===== src/sv/utrr_pkg.sv =====
`timescale 1ns / 1ps
`default_nettype none

package utrr_pkg;

    // Operation codes carried in the input tuser
    localparam logic [2:0] OP_READ    = 3'd0;
    localparam logic [2:0] OP_WRITE   = 3'd1;
    localparam logic [2:0] OP_TICK    = 3'd2;
    localparam logic [2:0] OP_RX      = 3'd3;
    localparam logic [2:0] OP_TXC_ACK = 3'd4;

    // Register selects
    localparam logic [2:0] REG_STATUS_A = 3'd0;
    localparam logic [2:0] REG_CTRL_B   = 3'd1;
    localparam logic [2:0] REG_CTRL_C   = 3'd2;
    localparam logic [2:0] REG_BAUD_LO  = 3'd4;
    localparam logic [2:0] REG_BAUD_HI  = 3'd5;
    localparam logic [2:0] REG_DATA     = 3'd6;

    // Status A bits
    localparam int ST_RXC  = 7;
    localparam int ST_TXC  = 6;
    localparam int ST_UDRE = 5;
    localparam int ST_FE   = 4;
    localparam int ST_DOR  = 3;
    localparam int ST_UPE  = 2;
    localparam int ST_U2X  = 1;
    localparam int ST_MPCM = 0;

    // Control B bits
    localparam int CB_RXCIE = 7;
    localparam int CB_TXCIE = 6;
    localparam int CB_UDRIE = 5;
    localparam int CB_RXEN  = 4;
    localparam int CB_TXEN  = 3;
    localparam int CB_SZ2   = 2;

    // Control C bits
    localparam int CC_PAR   = 5;
    localparam int CC_STOP2 = 3;
    localparam int CC_SZ1   = 2;
    localparam int CC_SZ0   = 1;

    localparam logic [7:0] STATUS_A_RST = 8'h20;
    localparam logic [7:0] CTRL_C_RST   = 8'h06;
    localparam logic [7:0] UNMAPPED_RD  = 8'hFF;

    localparam int CNT_W  = 20;
    localparam int IN_W   = 48;
    localparam int OUT_W  = 24;

    typedef struct packed {
        logic [2:0]       operation;
        logic [2:0]       reg_select;
        logic [7:0]       write_data;
        logic [CNT_W-1:0] elapsed_cycles;
        logic [7:0]       rx_byte;
        logic             rx_frame_error;
        logic             rx_parity_error;
    } t_item;

    typedef struct packed {
        logic [7:0] read_data;
        logic       tx_valid;
        logic [7:0] tx_byte;
        logic       irq_rx_complete;
        logic       irq_data_empty;
        logic       irq_tx_complete;
    } t_result;

    // Core state seen by the top level checks
    typedef struct packed {
        logic [7:0] status_a;
        logic       tx_busy;
    } t_core_stat;

endpackage

`default_nettype wire


===== src/sv/utrr_core.sv =====
`timescale 1ns / 1ps
`default_nettype none

module utrr_core
    import utrr_pkg::*;
(
    input  wire        i_clk,
    input  wire        i_rst_n,
    input  wire        i_step,
    input  t_item      i_item,
    output t_result    o_result,
    output t_core_stat o_stat
);

    logic [7:0]       r_status_a, n_status_a;
    logic [7:0]       r_ctrl_b, n_ctrl_b;
    logic [7:0]       r_ctrl_c, n_ctrl_c;
    logic [7:0]       r_baud_lo, n_baud_lo;
    logic [3:0]       r_baud_hi, n_baud_hi;
    logic [7:0]       r_rx_buf, n_rx_buf;
    logic [7:0]       r_tx_buf, n_tx_buf;
    logic [CNT_W-1:0] r_tx_cnt, n_tx_cnt;

    logic [2:0]       size_code;
    logic [3:0]       data_bits;
    logic [3:0]       frame_bits;
    logic [12:0]      div_plus1;
    logic [16:0]      bits_x_div;
    logic [CNT_W-1:0] frame_len;

    // Frame length: bits per frame times cycles per bit
    always_comb begin
        size_code = {r_ctrl_b[CB_SZ2], r_ctrl_c[CC_SZ1], r_ctrl_c[CC_SZ0]};
        priority if (!size_code[2]) begin
            data_bits = 4'd5 + {2'b00, size_code[1:0]};
        end else if (size_code == 3'd7) begin
            data_bits = 4'd9;
        end else begin
            data_bits = 4'd8;
        end
        frame_bits = 4'd1 + data_bits + {3'b000, r_ctrl_c[CC_PAR]}
                   + (r_ctrl_c[CC_STOP2] ? 4'd2 : 4'd1);
        div_plus1  = {1'b0, r_baud_hi, r_baud_lo} + 13'd1;
        bits_x_div = {13'd0, frame_bits} * {4'd0, div_plus1};
        frame_len  = r_status_a[ST_U2X] ? {bits_x_div, 3'b000}
                                        : {bits_x_div[15:0], 4'b0000};
    end

    // Next state and result for the item in the input register
    always_comb begin
        n_status_a = r_status_a;
        n_ctrl_b   = r_ctrl_b;
        n_ctrl_c   = r_ctrl_c;
        n_baud_lo  = r_baud_lo;
        n_baud_hi  = r_baud_hi;
        n_rx_buf   = r_rx_buf;
        n_tx_buf   = r_tx_buf;
        n_tx_cnt   = r_tx_cnt;
        o_result   = '0;

        unique case (i_item.operation)
            OP_READ: begin
                unique case (i_item.reg_select)
                    REG_STATUS_A: o_result.read_data = r_status_a;
                    REG_CTRL_B:   o_result.read_data = r_ctrl_b;
                    REG_CTRL_C:   o_result.read_data = r_ctrl_c;
                    REG_BAUD_LO:  o_result.read_data = r_baud_lo;
                    REG_BAUD_HI:  o_result.read_data = {4'h0, r_baud_hi};
                    REG_DATA: begin
                        o_result.read_data  = r_rx_buf;
                        n_status_a[ST_RXC]  = 1'b0;
                        n_status_a[ST_FE]   = 1'b0;
                        n_status_a[ST_DOR]  = 1'b0;
                        n_status_a[ST_UPE]  = 1'b0;
                    end
                    default: o_result.read_data = UNMAPPED_RD;
                endcase
            end
            OP_WRITE: begin
                unique case (i_item.reg_select)
                    REG_STATUS_A: begin
                        if (i_item.write_data[ST_TXC]) begin
                            n_status_a[ST_TXC] = 1'b0;
                        end
                        n_status_a[ST_U2X]  = i_item.write_data[ST_U2X];
                        n_status_a[ST_MPCM] = i_item.write_data[ST_MPCM];
                    end
                    REG_CTRL_B:  n_ctrl_b  = i_item.write_data;
                    REG_CTRL_C:  n_ctrl_c  = i_item.write_data;
                    REG_BAUD_LO: n_baud_lo = i_item.write_data;
                    REG_BAUD_HI: n_baud_hi = i_item.write_data[3:0];
                    REG_DATA: begin
                        // Load and (re)start a frame only with the transmitter on
                        if (r_ctrl_b[CB_TXEN]) begin
                            n_tx_buf            = i_item.write_data;
                            n_status_a[ST_UDRE] = 1'b0;
                            n_tx_cnt            = frame_len;
                        end
                    end
                    default: begin
                    end
                endcase
            end
            OP_TICK: begin
                // Count the frame down; finish it when the elapsed cycles cover it
                if (r_tx_cnt != '0) begin
                    if (i_item.elapsed_cycles >= r_tx_cnt) begin
                        n_tx_cnt            = '0;
                        o_result.tx_valid   = 1'b1;
                        o_result.tx_byte    = r_tx_buf;
                        n_status_a[ST_UDRE] = 1'b1;
                        n_status_a[ST_TXC]  = 1'b1;
                    end else begin
                        n_tx_cnt = r_tx_cnt - i_item.elapsed_cycles;
                    end
                end
            end
            OP_RX: begin
                // Flag overrun while an unread byte is held
                if (r_status_a[ST_RXC]) begin
                    n_status_a[ST_DOR] = 1'b1;
                end else begin
                    n_rx_buf           = i_item.rx_byte;
                    n_status_a[ST_RXC] = 1'b1;
                    n_status_a[ST_FE]  = i_item.rx_frame_error;
                    n_status_a[ST_UPE] = i_item.rx_parity_error;
                end
            end
            OP_TXC_ACK: n_status_a[ST_TXC] = 1'b0;
            default: begin
            end
        endcase

        // Interrupt levels from the updated state
        o_result.irq_rx_complete = n_ctrl_b[CB_RXCIE] & n_ctrl_b[CB_RXEN]
                                 & n_status_a[ST_RXC];
        o_result.irq_data_empty  = n_ctrl_b[CB_UDRIE] & n_ctrl_b[CB_TXEN]
                                 & n_status_a[ST_UDRE];
        o_result.irq_tx_complete = n_ctrl_b[CB_TXCIE] & n_ctrl_b[CB_TXEN]
                                 & n_status_a[ST_TXC];
    end

    // Commit state when the item advances
    always_ff @(posedge i_clk) begin
        if (!i_rst_n) begin
            r_status_a <= STATUS_A_RST;
            r_ctrl_b   <= '0;
            r_ctrl_c   <= CTRL_C_RST;
            r_baud_lo  <= '0;
            r_baud_hi  <= '0;
            r_rx_buf   <= '0;
            r_tx_buf   <= '0;
            r_tx_cnt   <= '0;
        end else if (i_step) begin
            r_status_a <= n_status_a;
            r_ctrl_b   <= n_ctrl_b;
            r_ctrl_c   <= n_ctrl_c;
            r_baud_lo  <= n_baud_lo;
            r_baud_hi  <= n_baud_hi;
            r_rx_buf   <= n_rx_buf;
            r_tx_buf   <= n_tx_buf;
            r_tx_cnt   <= n_tx_cnt;
        end
    end

    assign o_stat.status_a = r_status_a;
    assign o_stat.tx_busy  = (r_tx_cnt != '0);

endmodule

`default_nettype wire


===== src/sv/uart_transmit_receive_registers_unit.sv =====
`timescale 1ns / 1ps
`default_nettype none

// UART control/status register unit with a timed transmitter. Each input item is a bus
// read, a bus write, a tick with the elapsed CPU clock count, a received byte or a tx-complete vector
// acknowledge, and produces exactly one result item carrying read data, a finished tx byte
// and the three interrupt request levels after the item. One item is taken every cycle
// while the output is not stalled; an accepted item sits in the input register, moves
// to the result register and is presented on the output from there. The step between
// the two registers holds the frame-length multiply (frame bits times divisor plus one)
// and the 20-bit countdown compare and subtract. A stalled output holds the result
// register and then the input register; no item is dropped.

module uart_transmit_receive_registers_unit
    import utrr_pkg::*;
(
    input  wire              i_clk,
    input  wire              i_rst_n,
    input  wire              s_axis_tvalid,
    output logic             s_axis_tready,
    // [2:0] reg_select, [10:3] write_data, [30:11] elapsed_cycles, [38:31] rx_byte,
    // [39] rx_frame_error, [40] rx_parity_error, [47:41] zero
    input  wire [IN_W-1:0]   s_axis_tdata,
    // [2:0] operation
    input  wire [2:0]        s_axis_tuser,
    output logic             m_axis_tvalid,
    input  wire              m_axis_tready,
    // [7:0] read_data, [8] tx_valid, [16:9] tx_byte, [17] irq_rx_complete,
    // [18] irq_data_empty, [19] irq_tx_complete, [23:20] zero
    output logic [OUT_W-1:0] m_axis_tdata
);

    logic       r_in_valid;
    t_item      r_in;
    logic       r_out_valid;
    t_result    r_out;
    logic       step;
    t_result    result;
    t_core_stat stat;

    // Advance when the result register is free or being emptied
    assign step          = r_in_valid & (~r_out_valid | m_axis_tready);
    assign s_axis_tready = ~r_in_valid | step;

    // Input register
    always_ff @(posedge i_clk) begin
        if (!i_rst_n) begin
            r_in_valid <= 1'b0;
        end else if (s_axis_tready) begin
            r_in_valid <= s_axis_tvalid;
        end
    end

    always_ff @(posedge i_clk) begin
        if (s_axis_tready && s_axis_tvalid) begin
            r_in.operation       <= s_axis_tuser;
            r_in.reg_select      <= s_axis_tdata[2:0];
            r_in.write_data      <= s_axis_tdata[10:3];
            r_in.elapsed_cycles  <= s_axis_tdata[30:11];
            r_in.rx_byte         <= s_axis_tdata[38:31];
            r_in.rx_frame_error  <= s_axis_tdata[39];
            r_in.rx_parity_error <= s_axis_tdata[40];
        end
    end

    utrr_core u_core (
        .i_clk    (i_clk),
        .i_rst_n  (i_rst_n),
        .i_step   (step),
        .i_item   (r_in),
        .o_result (result),
        .o_stat   (stat)
    );

    // Result register
    always_ff @(posedge i_clk) begin
        if (!i_rst_n) begin
            r_out_valid <= 1'b0;
        end else if (step) begin
            r_out_valid <= 1'b1;
        end else if (m_axis_tready) begin
            r_out_valid <= 1'b0;
        end
    end

    always_ff @(posedge i_clk) begin
        if (step) begin
            r_out <= result;
        end
    end

    assign m_axis_tvalid = r_out_valid;
    assign m_axis_tdata  = {4'h0, r_out.irq_tx_complete, r_out.irq_data_empty,
                            r_out.irq_rx_complete, r_out.tx_byte, r_out.tx_valid,
                            r_out.read_data};

    // Data-empty is set exactly when no frame is counting down
    a_udre_idle: assert property (@(posedge i_clk) disable iff (!i_rst_n)
        stat.status_a[ST_UDRE] == ~stat.tx_busy)
        else $error("data-empty flag disagrees with transmitter countdown");

    // A finished frame leaves data-empty and tx-complete set
    a_tx_done_flags: assert property (@(posedge i_clk) disable iff (!i_rst_n)
        step && result.tx_valid |=> stat.status_a[ST_UDRE] && stat.status_a[ST_TXC])
        else $error("finished frame did not set status flags");

    // Only ticks finish frames
    a_tx_only_tick: assert property (@(posedge i_clk) disable iff (!i_rst_n)
        step && result.tx_valid |-> r_in.operation == OP_TICK)
        else $error("tx byte emitted by a non-tick item");

    // A stalled result blocks the step
    a_stall_holds: assert property (@(posedge i_clk) disable iff (!i_rst_n)
        r_out_valid && !m_axis_tready |-> !step)
        else $error("result register overwritten while stalled");

endmodule

`default_nettype wire

===== config.mk =====
export PLATFORM = sky130hd
export DESIGN_NAME = uart_transmit_receive_registers_unit
export DESIGN_NICKNAME = d
export VERILOG_FILES = /design/src/sv/utrr_pkg.sv /design/src/sv/utrr_core.sv /design/src/sv/uart_transmit_receive_registers_unit.sv
export SDC_FILE = /design/constraint.sdc
export NUM_CORES = 1
export LEC_CHECK = 0
export ABC_AREA = 0
export BUFFER_PORTS_ARGS = -buffer_cell sky130_fd_sc_hd__buf_2
export CAP_MARGIN = 10
export CELL_PAD_IN_SITES_DETAIL_PLACEMENT = 0
export CELL_PAD_IN_SITES_GLOBAL_PLACEMENT = 1
export CORE_ASPECT_RATIO = 0.5
export CORE_MARGIN = 3
export CORE_UTILIZATION = 48
export CTS_BUF_LIST = sky130_fd_sc_hd__clkbuf_4 sky130_fd_sc_hd__clkbuf_8
export DETAILED_ROUTE_END_ITERATION = 10
export GPL_TIMING_DRIVEN = 0
export PLACE_DENSITY_LB_ADDON = 0.2
export SYNTH_ARGS = -nofsm -noshare
export SYNTH_HDL_FRONTEND = slang
export SYNTH_HIERARCHICAL = 1
export SYNTH_SLANG_ARGS = --single-unit
export TNS_END_PERCENT = 30

===== constraint.sdc =====
create_clock -name i_clk -period 6.9 [get_ports i_clk]
set_clock_uncertainty 0.05 [all_clocks]
set_input_delay 1.38 -clock i_clk [delete_from_list [all_inputs] [get_ports i_clk]]
set_output_delay 1.38 -clock i_clk [all_outputs]
set_load 0.005 [all_outputs]

==> results of run 1 <==
[flip-flops by register name, summed over array words and instances, names as in the netlist]
| signal | flops |
|---|---|
| m_axis_tdata | 20 |
| m_axis_tvalid | 1 |
| r_in | 44 |
| r_in_valid | 1 |
| u_core/r_baud_hi | 4 |
| u_core/r_baud_lo | 8 |
| u_core/r_ctrl_b | 8 |
| u_core/r_ctrl_c | 8 |
| u_core/r_rx_buf | 8 |
| u_core/r_status_a | 8 |
| u_core/r_tx_buf | 8 |
| u_core/r_tx_cnt | 20 |
[through the flow]
| stage | power (W) | cells | util [%] | hold slack, ns |
|---|---|---|---|---|
| 2_1_floorplan | 0.000977 | 938 | - | 0.376 |
| 3_3_place_gp | 0.00102 | 1241 | 53.3 | 0.389 |
| 3_5_place_dp | 0.00103 | 1242 | 53.5 | 0.393 |
| 4_1_cts | 0.00175 | 1274 | 56.0 | 0.404 |
| 5_1_grt | 0.00180 | 1274 | 56.0 | 0.427 |
| 6_report | 0.00173 | 1274 | 56.0 | 0.402 |
[per-layer routing]
layer  vias up  share of wire, %  global-route usage (%)
li1       3447                 -                       -
met5         -                 0                       0
met1      3342                51                    32.4
met2       138                44                    35.1
met4         0              0.74                    4.60
met3        12               4.4                    3.89
[final cells by class]
cell class | instances | area [sq um]
Sequential cell | 138 | 3400
Clock buffer | 18 | 248
Tap cell | 234 | 293
Clock inverter | 14 | 186
Fill cell | 1592 | 7730
Inverter | 84 | 315
Buffer | 45 | 188
Timing Repair Buffer | 70 | 373
Multi-Input combinational cell | 671 | 4830
[path summary, 6_finish.rpt]
| check | end | from | slack, ns |
|---|---|---|---|
| hold reg to reg | u_core/r_tx_buf[2] | u_core/r_tx_buf[2] | 0.40 |
| setup reg to reg | u_core/r_tx_cnt[18] | u_core/r_ctrl_c[2] | 1.07 |
| setup / recovery | u_core/r_tx_cnt[18] | u_core/r_ctrl_c[2] | 1.07 |
| hold / removal | u_core/r_tx_buf[2] | u_core/r_tx_buf[2] | 0.40 |
[critical path, delay by kind of cell (launching register included)]
family | cells | cell delay [ns]
and+or+nand+nor | 4 | 0.61
xor gates and xnor gates | 2 | 0.49
buffers and inverters | 3 | 0.55
DFF | 1 | 0.40
AOI/OAI and AO/OA | 6 | 1.34
muxes | 1 | 0.12
adders and majority gates | 6 | 2.17
[synthesized netlist by cell type (13+ instances only)]
cell type,count
fa_1,24
a21oi_1,66
inv_1,82
xnor2_1,24
xor2_1,14
edfxtp_1,64
clkbuf_1,34
nand2b_1,13
dfxtp_1,74
nand3_1,42
o21ai_0,34
nand2_1,58
nor2b_1,43
ha_1,49
mux2i_1,42
and2_1,14
nor2_1,76
[cell families after synthesis]
family          Yosys count  synth area share (%)
mux                      46                  5.34
buf+inv                 129                  5.77
simple gates            297                  17.3
compound gates          213                  16.1
fa+ha+maj                73                  12.5
flops                   138                  39.1
other cells               1                0.0430
xor+xnor                 38                  3.82
[power groups by stage]
stage	registers (W)	clock network, W	logic, W
floorplan	0.000907	0	0.0000700
global placement	0.000914	0	0.000110
detailed placement	0.000913	0	0.000115
CTS	0.000894	0.000741	0.000115
global route	0.000896	0.000776	0.000128
finish	0.000894	0.000725	0.000115
==> flow_metrics.tcl, run 1 <==
set metrics [dict create \
    initial_core_util_pct 49.6 \
    power_density_nw_per_um2 176 \
    fin_nets 1155 \
    final_area_sq_um 9840 \
    cts_setup_buffers 0 \
    die_y_um 101 \
    grt_overflow 0 \
    cp.required_ns 7.18 \
    cts_tree "done" \
    drc 0 \
    h-tree-depth 4 \
    ys_async_sr_fraction_pct 0 \
    clock_power_share_pct 41.8 \
    yosysTopAreaCell "edfxtp_1" \
    ys_types 68 \
    drtIter0Drc 416 \
    ios 81 \
    combPwrFrac_pct 6.6 \
    vias 6939 \
    status "complete, no violations" \
    finalCritPeriodShare_pct 84.5 \
    syn_to_final_growth_pct 12.9 \
    end_kind "register" \
    final_layout_size_suffix_gt1_share_pct 12.1 \
    r2r_cells 22 \
    critical_path.cell_chain "ha_1 > nor2b_1 > ha_1 > ha_1 > a21o_1 > a21oi_1 > xnor2_1 > clkbuf_1 > nor2_1 > fa_1 > inv_1 > fa_1 > inv_1 > ha_1 > nor4_1 > o21ai_1 > a41oi_1 > o31ai_1 > xnor2_1 > mux2i_1 > a221oi_1 > nor2_1" \
    worstHoldPathType "register to register" \
    period_needed_ns 5.83 \
    netSwitchingFraction_pct 24.9 \
    cts_hold_buf 0 \
    finalWorstSetupSlack_ns 1.07 \
    drv_slew 0 \
    first_pass_iters 5 \
    num_rows 34 \
    p_sw_w 0.000432 \
    cts_num_sinks 138 \
    antenna_found_initial 0 \
    critPathArrivalTime_ns 6.11 \
    synth_edf_count 64 \
    core_sq_um 17600 \
    finalHoldViolCount 0 \
    ys_seq_area_share_pct 39.1 \
    ys_ff_latch 138 \
    final_common_cell "inv_1" \
    syn_inst 935 \
    pre_cts_ws_ns 1.10 \
    fmax_mhz 172 \
    worst-setup-path-type "register to register" \
    clock_insertion_delay_worst_skew_ns 0.44 \
    crit_slowest_cell "fa_1" \
    cts_max_path_buffers 2 \
    synthesis.area_sq_um 8710 \
    wl_mm 21.6 \
    ctsRootBufferMaster "clkbuf_8" \
    tightest_slew_ns 1.01 \
    place_hpwl_mm 16.7 \
    ir_drop_mv 0.0992 \
    syn_area_per_cell_sq_um 9.32 \
    leakagePower_nw 4.07 \
    slowest_delay_ns 0.55 \
    rsz0062_at_grt "false" \
    min_path_cells 2 \
    io_buffers 69 \
    ys_warn_count 6 \
    fin_setup_tns_ns 0 \
    grt_pass1_wl_mm 34.9 \
    place_congestion 0.901 \
    max-cap-violations 0 \
    startpoint_type "register" \
    track_usage_pct 22.2 \
    postRouteAntennaNets 0 \
    ctsResizeCount 0 \
    slew_headroom_pct 32.3 \
    synth_top_area_share_pct 22.1 \
    cts_made_buffers 17 \
    diodes 0 \
    clkTransAtPathRegs_ns 0.09 \
    cp_max_fo 10 \
    finalSetupViolations 0 \
    via_per_inst 5.45 \
    crit_top_cell "ha_1" \
    intPower_w 0.00130 \
    p_seq_share_pct 51.5 \
    layout_common_cells "inv_1, nor2_1, dfxtp_1, buf_2, a21oi_1" \
    grt_pass1_vias 6598 \
    wire_per_inst_um 16.9 \
    fp.dieArea_sq_um 19900 \
    die_x_um 197 \
    place_area_sq_um 9410 \
    ys.flop_type "dfxtp_1" \
    yosys-top-cells-area "edfxtp_1, dfxtp_1, ha_1, fa_1, mux2i_1" \
    grt_max_degree 27 \
]
(Power assumes the default switching activity.)
==> run 2, diff against run 1 <==
==> constraint.sdc (replaced) <==
create_clock -name i_clk -period 5.51 [get_ports i_clk]
set_clock_uncertainty 0.05 [all_clocks]
set_input_delay 1.102 -clock i_clk [delete_from_list [all_inputs] [get_ports i_clk]]
set_output_delay 1.102 -clock i_clk [all_outputs]
set_load 0.005 [all_outputs]
==> flow_metrics.tcl, run 2 (synthesis results as in run 1) <==
set metrics [dict create \
    startpoint_type "register" \
    grt_pass1_wl_mm 34.9 \
    dp.cells 1242 \
    final_layout_size_suffix_gt1_share_pct 15.3 \
    fmax_mhz 191 \
    fin_nets 1161 \
    first_pass_iters 5 \
    io_buffers 69 \
    initial_core_util_pct 49.6 \
    slowest_delay_ns 0.53 \
    largest_reg_flops 44 \
    r2r_slack_ns 0.27 \
    diodes 0 \
    leakagePower_nw 4.14 \
    crit_slowest_cell "fa_1" \
    cts_num_sinks 138 \
    ir_drop_mv 0.125 \
    ctsRootBufferMaster "clkbuf_8" \
    grt_pass1_vias 6600 \
    end_kind "register" \
    clkTransAtPathRegs_ns 0.09 \
    place_congestion 0.901 \
    ios 81 \
    critPathArrivalTime_ns 5.51 \
    rsz0062_at_grt "true" \
    finalNonFillerCells 1280 \
    layout_common_cells "inv_1, nor2_1, buf_2, dfxtp_1, edfxtp_1" \
    finalCritPeriodShare_pct 95.2 \
    grt_overflow 0 \
    critical_path.cell_chain "ha_1 > nor2b_1 > ha_1 > ha_1 > a21o_1 > a21oi_2 > xnor2_2 > or2_2 > fa_1 > inv_1 > fa_2 > fa_2 > a211oi_2 > o21ai_2 > a31o_1 > a21oi_1 > xnor2_1 > mux2_2 > a22oi_2 > a21oi_1" \
    slew_headroom_pct 32.8 \
    wire_per_inst_um 17.1 \
    core_sq_um 17600 \
    die_y_um 101 \
    drc 0 \
    top_register "r_in" \
    cts_max_path_buffers 2 \
    tightest_slew_ns 1.00 \
    finalSetupViolations 0 \
    status "complete, no violations" \
    postRouteAntennaNets 0 \
    clock_insertion_delay_worst_skew_ns 0.44 \
    cp_top_family "adder cells" \
    period_needed_ns 5.24 \
    whs_ns 0.402 \
    max-cap-violations 0 \
    drtIter0Drc 429 \
    path_buf_inv 1 \
    worst-setup-path-type "register to register" \
    place_hpwl_mm 16.7 \
    final_common_cell "inv_1" \
    vias 7001 \
    fp.dieArea_sq_um 19900 \
    worstHoldPathType "register to register" \
    h-tree-depth 4 \
    finalHoldViolCount 0 \
    antenna_found_initial 0 \
    drv_slew 0 \
    cts_made_buffers 17 \
    grt_max_degree 27 \
    crit_top_cell "ha_1" \
    cp.required_ns 5.77 \
    die_x_um 197 \
    track_usage_pct 22.2 \
    syn_to_final_growth_pct 15.3 \
    via_per_inst 5.47 \
    wl_mm 21.9 \
    cts_tree "done" \
    cp_max_fo 5 \
    power_density_nw_per_um2 216 \
    num_rows 34 \
]
==> run 2: tightest hold or removal path, cell delays in order, from the launching register on <==
cell      delay, ns
dfxtp_1        0.31
nand2_1        0.05
a21boi_1       0.05
==> run 2: layout make-up <==
| class | count | area (sq um) |
|---|---|---|
| Multi-Input combinational cell | 671 | 4970 |
| Timing Repair Buffer | 77 | 425 |
| Inverter | 84 | 315 |
| Buffer | 44 | 205 |
| Sequential cell | 138 | 3410 |
| Tap cell | 234 | 293 |
| Fill cell | 1576 | 7520 |
| Clock inverter | 14 | 186 |
| Clock buffer | 18 | 248 |
==> run 2: final timing paths <==
path,cells past startpoint,startpoint,end
max,20,u_core/r_ctrl_c[1],u_core/r_tx_cnt[16]
min,2,u_core/r_tx_buf[2],u_core/r_tx_buf[2]
max reg2reg,20,u_core/r_ctrl_c[1],u_core/r_tx_cnt[16]
min reg2reg,2,u_core/r_tx_buf[2],u_core/r_tx_buf[2]
==> run 2: report_power, final <==
part / internal [W] / total, W / leakage, nW / switching [W]
sequential: 0.00110 / 0.00112 / 1.22 / 0.0000192
combinational: 0.0000587 / 0.000146 / 2.70 / 0.0000872
clock: 0.000472 / 0.000907 / 0.218 / 0.000435
==> run 2: per-layer routing <==
metal | share of wire (%) | track usage, % | up-vias
li1 | - | - | 3462
met1 | 50 | 32.6 | 3384
met2 | 45 | 35.1 | 143
met3 | 4.3 | 3.66 | 12
met4 | 0.78 | 4.60 | 0
met5 | 0 | 0 | -
==> run 2: per-stage QoR <==
stage                     total power, W  setup TNS (ns)  area (sq um)  util, %  setup WS (ns)
after floorplan                  0.00122               0          8730        -          0.361
after global placement           0.00128          -0.535          9360     53.3         -0.245
after detailed placement         0.00129          -0.704          9410     53.5         -0.286
after CTS                        0.00219               0          9870     56.2         0.0116
after global routing             0.00225         -0.0848         10000     57.2        -0.0354
final                            0.00217               0         10000     57.2          0.266
==> run 2: repair_timing <==
item	in CTS	in global routing
gates resized for setup	8	33
pin swaps	0	11
hold buffers	0	0
endpoints found under the setup margin	6	6
setup buffers	0	7
==> run 3, diff against run 2 <==
--- a/config.mk
+++ b/config.mk
@@ -12,7 +12,7 @@
 export CELL_PAD_IN_SITES_GLOBAL_PLACEMENT = 1
 export CORE_ASPECT_RATIO = 0.5
 export CORE_MARGIN = 3
-export CORE_UTILIZATION = 48
+export CORE_UTILIZATION = 47
 export CTS_BUF_LIST = sky130_fd_sc_hd__clkbuf_4 sky130_fd_sc_hd__clkbuf_8
 export DETAILED_ROUTE_END_ITERATION = 10
 export GPL_TIMING_DRIVEN = 0
==> flow_metrics.tcl, run 3 (synthesis results as in run 1) <==
set metrics [dict create \
    die_y_um 102 \
    layout_common_cells "inv_1, nor2_1, buf_2, dfxtp_1, edfxtp_1" \
    whs_ns 0.401 \
    finalCritPeriodShare_pct 95.4 \
    vias 7043 \
    diodes 0 \
    slowest_delay_ns 0.54 \
    wire_per_inst_um 17.2 \
    dp.cells 1242 \
    power_density_nw_per_um2 207 \
    drv_slew 0 \
    fin_nets 1159 \
    path_buf_inv 4 \
    track_usage_pct 22.2 \
    tightest_slew_ns 0.963 \
    critPathArrivalTime_ns 5.51 \
    via_per_inst 5.51 \
    slew_headroom_pct 35.5 \
    critical_path.cell_chain "ha_1 > nor2b_1 > ha_1 > ha_1 > a21o_1 > a21oi_2 > xnor2_2 > buf_6 > buf_12 > nor2_1 > fa_1 > inv_1 > fa_1 > inv_1 > ha_1 > nor4_2 > o21ai_2 > a31o_1 > a21oi_2 > xnor2_1 > mux2_2 > a22oi_1 > a21oi_1" \
    fp.dieArea_sq_um 20300 \
    top_register "r_in" \
    cts_made_buffers 17 \
    cp_max_fo 6 \
    ctsRootBufferMaster "clkbuf_8" \
    n_fill_cell 1609 \
    grt_max_degree 25 \
    final_common_cell "inv_1" \
    cts_max_path_buffers 2 \
    leakagePower_nw 4.09 \
    ir_drop_mv 0.123 \
    largest_reg_flops 44 \
    grt_pass1_vias 6677 \
    max-cap-violations 0 \
    core_sq_um 17800 \
    cp_top_family "adder cells" \
    min_to "u_core/r_tx_buf[2]" \
    crit_top_cell "ha_1" \
    r2r_cells 23 \
    h-tree-depth 4 \
    r2r_end "u_core/r_tx_cnt[16]" \
    syn_to_final_growth_pct 14.2 \
    wl_mm 22.0 \
    fin_setup_tns_ns 0 \
    first_pass_iters 5 \
    postRouteAntennaNets 0 \
    cts_hold_buf 0 \
    ios 81 \
    cts_num_sinks 138 \
    worstHoldPathType "register to register" \
    end_kind "register" \
    clkTransAtPathRegs_ns 0.08 \
    hold_start "u_core/r_tx_buf[2]" \
    antenna_found_initial 0 \
    cp.required_ns 5.77 \
    die_x_um 199 \
    io_buffers 69 \
    drtIter0Drc 432 \
    startpoint_type "register" \
    fmax_mhz 190 \
    drc 0 \
    period_needed_ns 5.26 \
    crit_slowest_cell "fa_1" \
    place_hpwl_mm 16.7 \
    r2r-start "u_core/r_ctrl_c[1]" \
    finalNonFillerCells 1278 \
    num_rows 34 \
    clock_insertion_delay_worst_skew_ns 0.45 \
    initial_core_util_pct 49.0 \
    finalSetupViolations 0 \
    worst-setup-path-type "register to register" \
    grt_overflow 0 \
    cts_tree "done" \
    finalHoldViolCount 0 \
    min_path_cells 2 \
    place_congestion 0.922 \
    r2r_slack_ns 0.25 \
    final_layout_size_suffix_gt1_share_pct 14.9 \
    grt_pass1_wl_mm 35.1 \
    status "complete, no violations" \
]
## run 3: worst max-delay path by stage
| stage | startpoint | end | slack [ns] | cells after the start |
|---|---|---|---|---|
| 6_report | u_core/r_ctrl_c[1] | u_core/r_tx_cnt[16] | 0.25 | 23 |
| 5_1_grt | u_core/r_ctrl_c[1] | u_core/r_tx_cnt[15] | -0.04 | 23 |
| 4_1_cts | u_core/r_ctrl_c[2] | u_core/r_tx_cnt[18] | 0.000004 | 22 |
| 3_5_place_dp | u_core/r_ctrl_c[2] | u_core/r_tx_cnt[18] | -0.27 | 22 |
| 3_3_place_gp | u_core/r_ctrl_c[2] | u_core/r_tx_cnt[18] | -0.23 | 22 |
| 2_1_floorplan | u_core/r_ctrl_c[1] | u_core/r_tx_cnt[18] | 0.36 | 22 |
## run 3: power breakdown
group / switching (W) / total, W / leakage, nW / internal [W]
Combinational: 0.0000883 / 0.000147 / 2.70 / 0.0000586
Sequential: 0.0000195 / 0.00112 / 1.22 / 0.00110
Clock: 0.000429 / 0.000792 / 0.181 / 0.000363
## run 3: repair_timing
action,in CTS,in global routing
resized for setup,7,27
pin swaps,0,8
setup endpoints to repair,6,8
hold endpoints to repair,0,0
buffers inserted,0,5
## run 3: stage by stage
stage | worst slack (ns) | util, % | cell area, sq um | total power [W]
floorplan | 0.361 | - | 8730 | 0.00122
global placement | -0.234 | 52.7 | 9360 | 0.00128
detailed placement | -0.269 | 52.9 | 9410 | 0.00129
CTS | 0.00000355 | 55.1 | 9790 | 0.00208
global route | -0.0422 | 56.0 | 9950 | 0.00214
finish | 0.254 | 56.0 | 9950 | 0.00206
## run 3: cell type report
type / instances / area, sq um / area share [%]
multi-input combinational: 671 / 4960 / 49.8
tap: 234 / 293 / 2.94
clock inverter: 14 / 124 / 1.24
buffer: 44 / 196 / 1.97
timing repair buffer: 75 / 423 / 4.25
sequential: 138 / 3410 / 34.2
inverter: 84 / 315 / 3.17
clock buffer: 18 / 241 / 2.43
## run 3: worst min-delay path, stage by stage (launching register included)
cell,delay [ns]
dfxtp_1,0.31
nand2_1,0.05
a21boi_1,0.05
## run 3: metal layers
layer	GRT usage (%)	part of all wire, %	up-vias
li1	-	-	3458
met1	31.7	50	3407
met2	34.9	44	156
met3	3.89	4.5	22
met4	6.31	1.5	0
met5	0	0	-
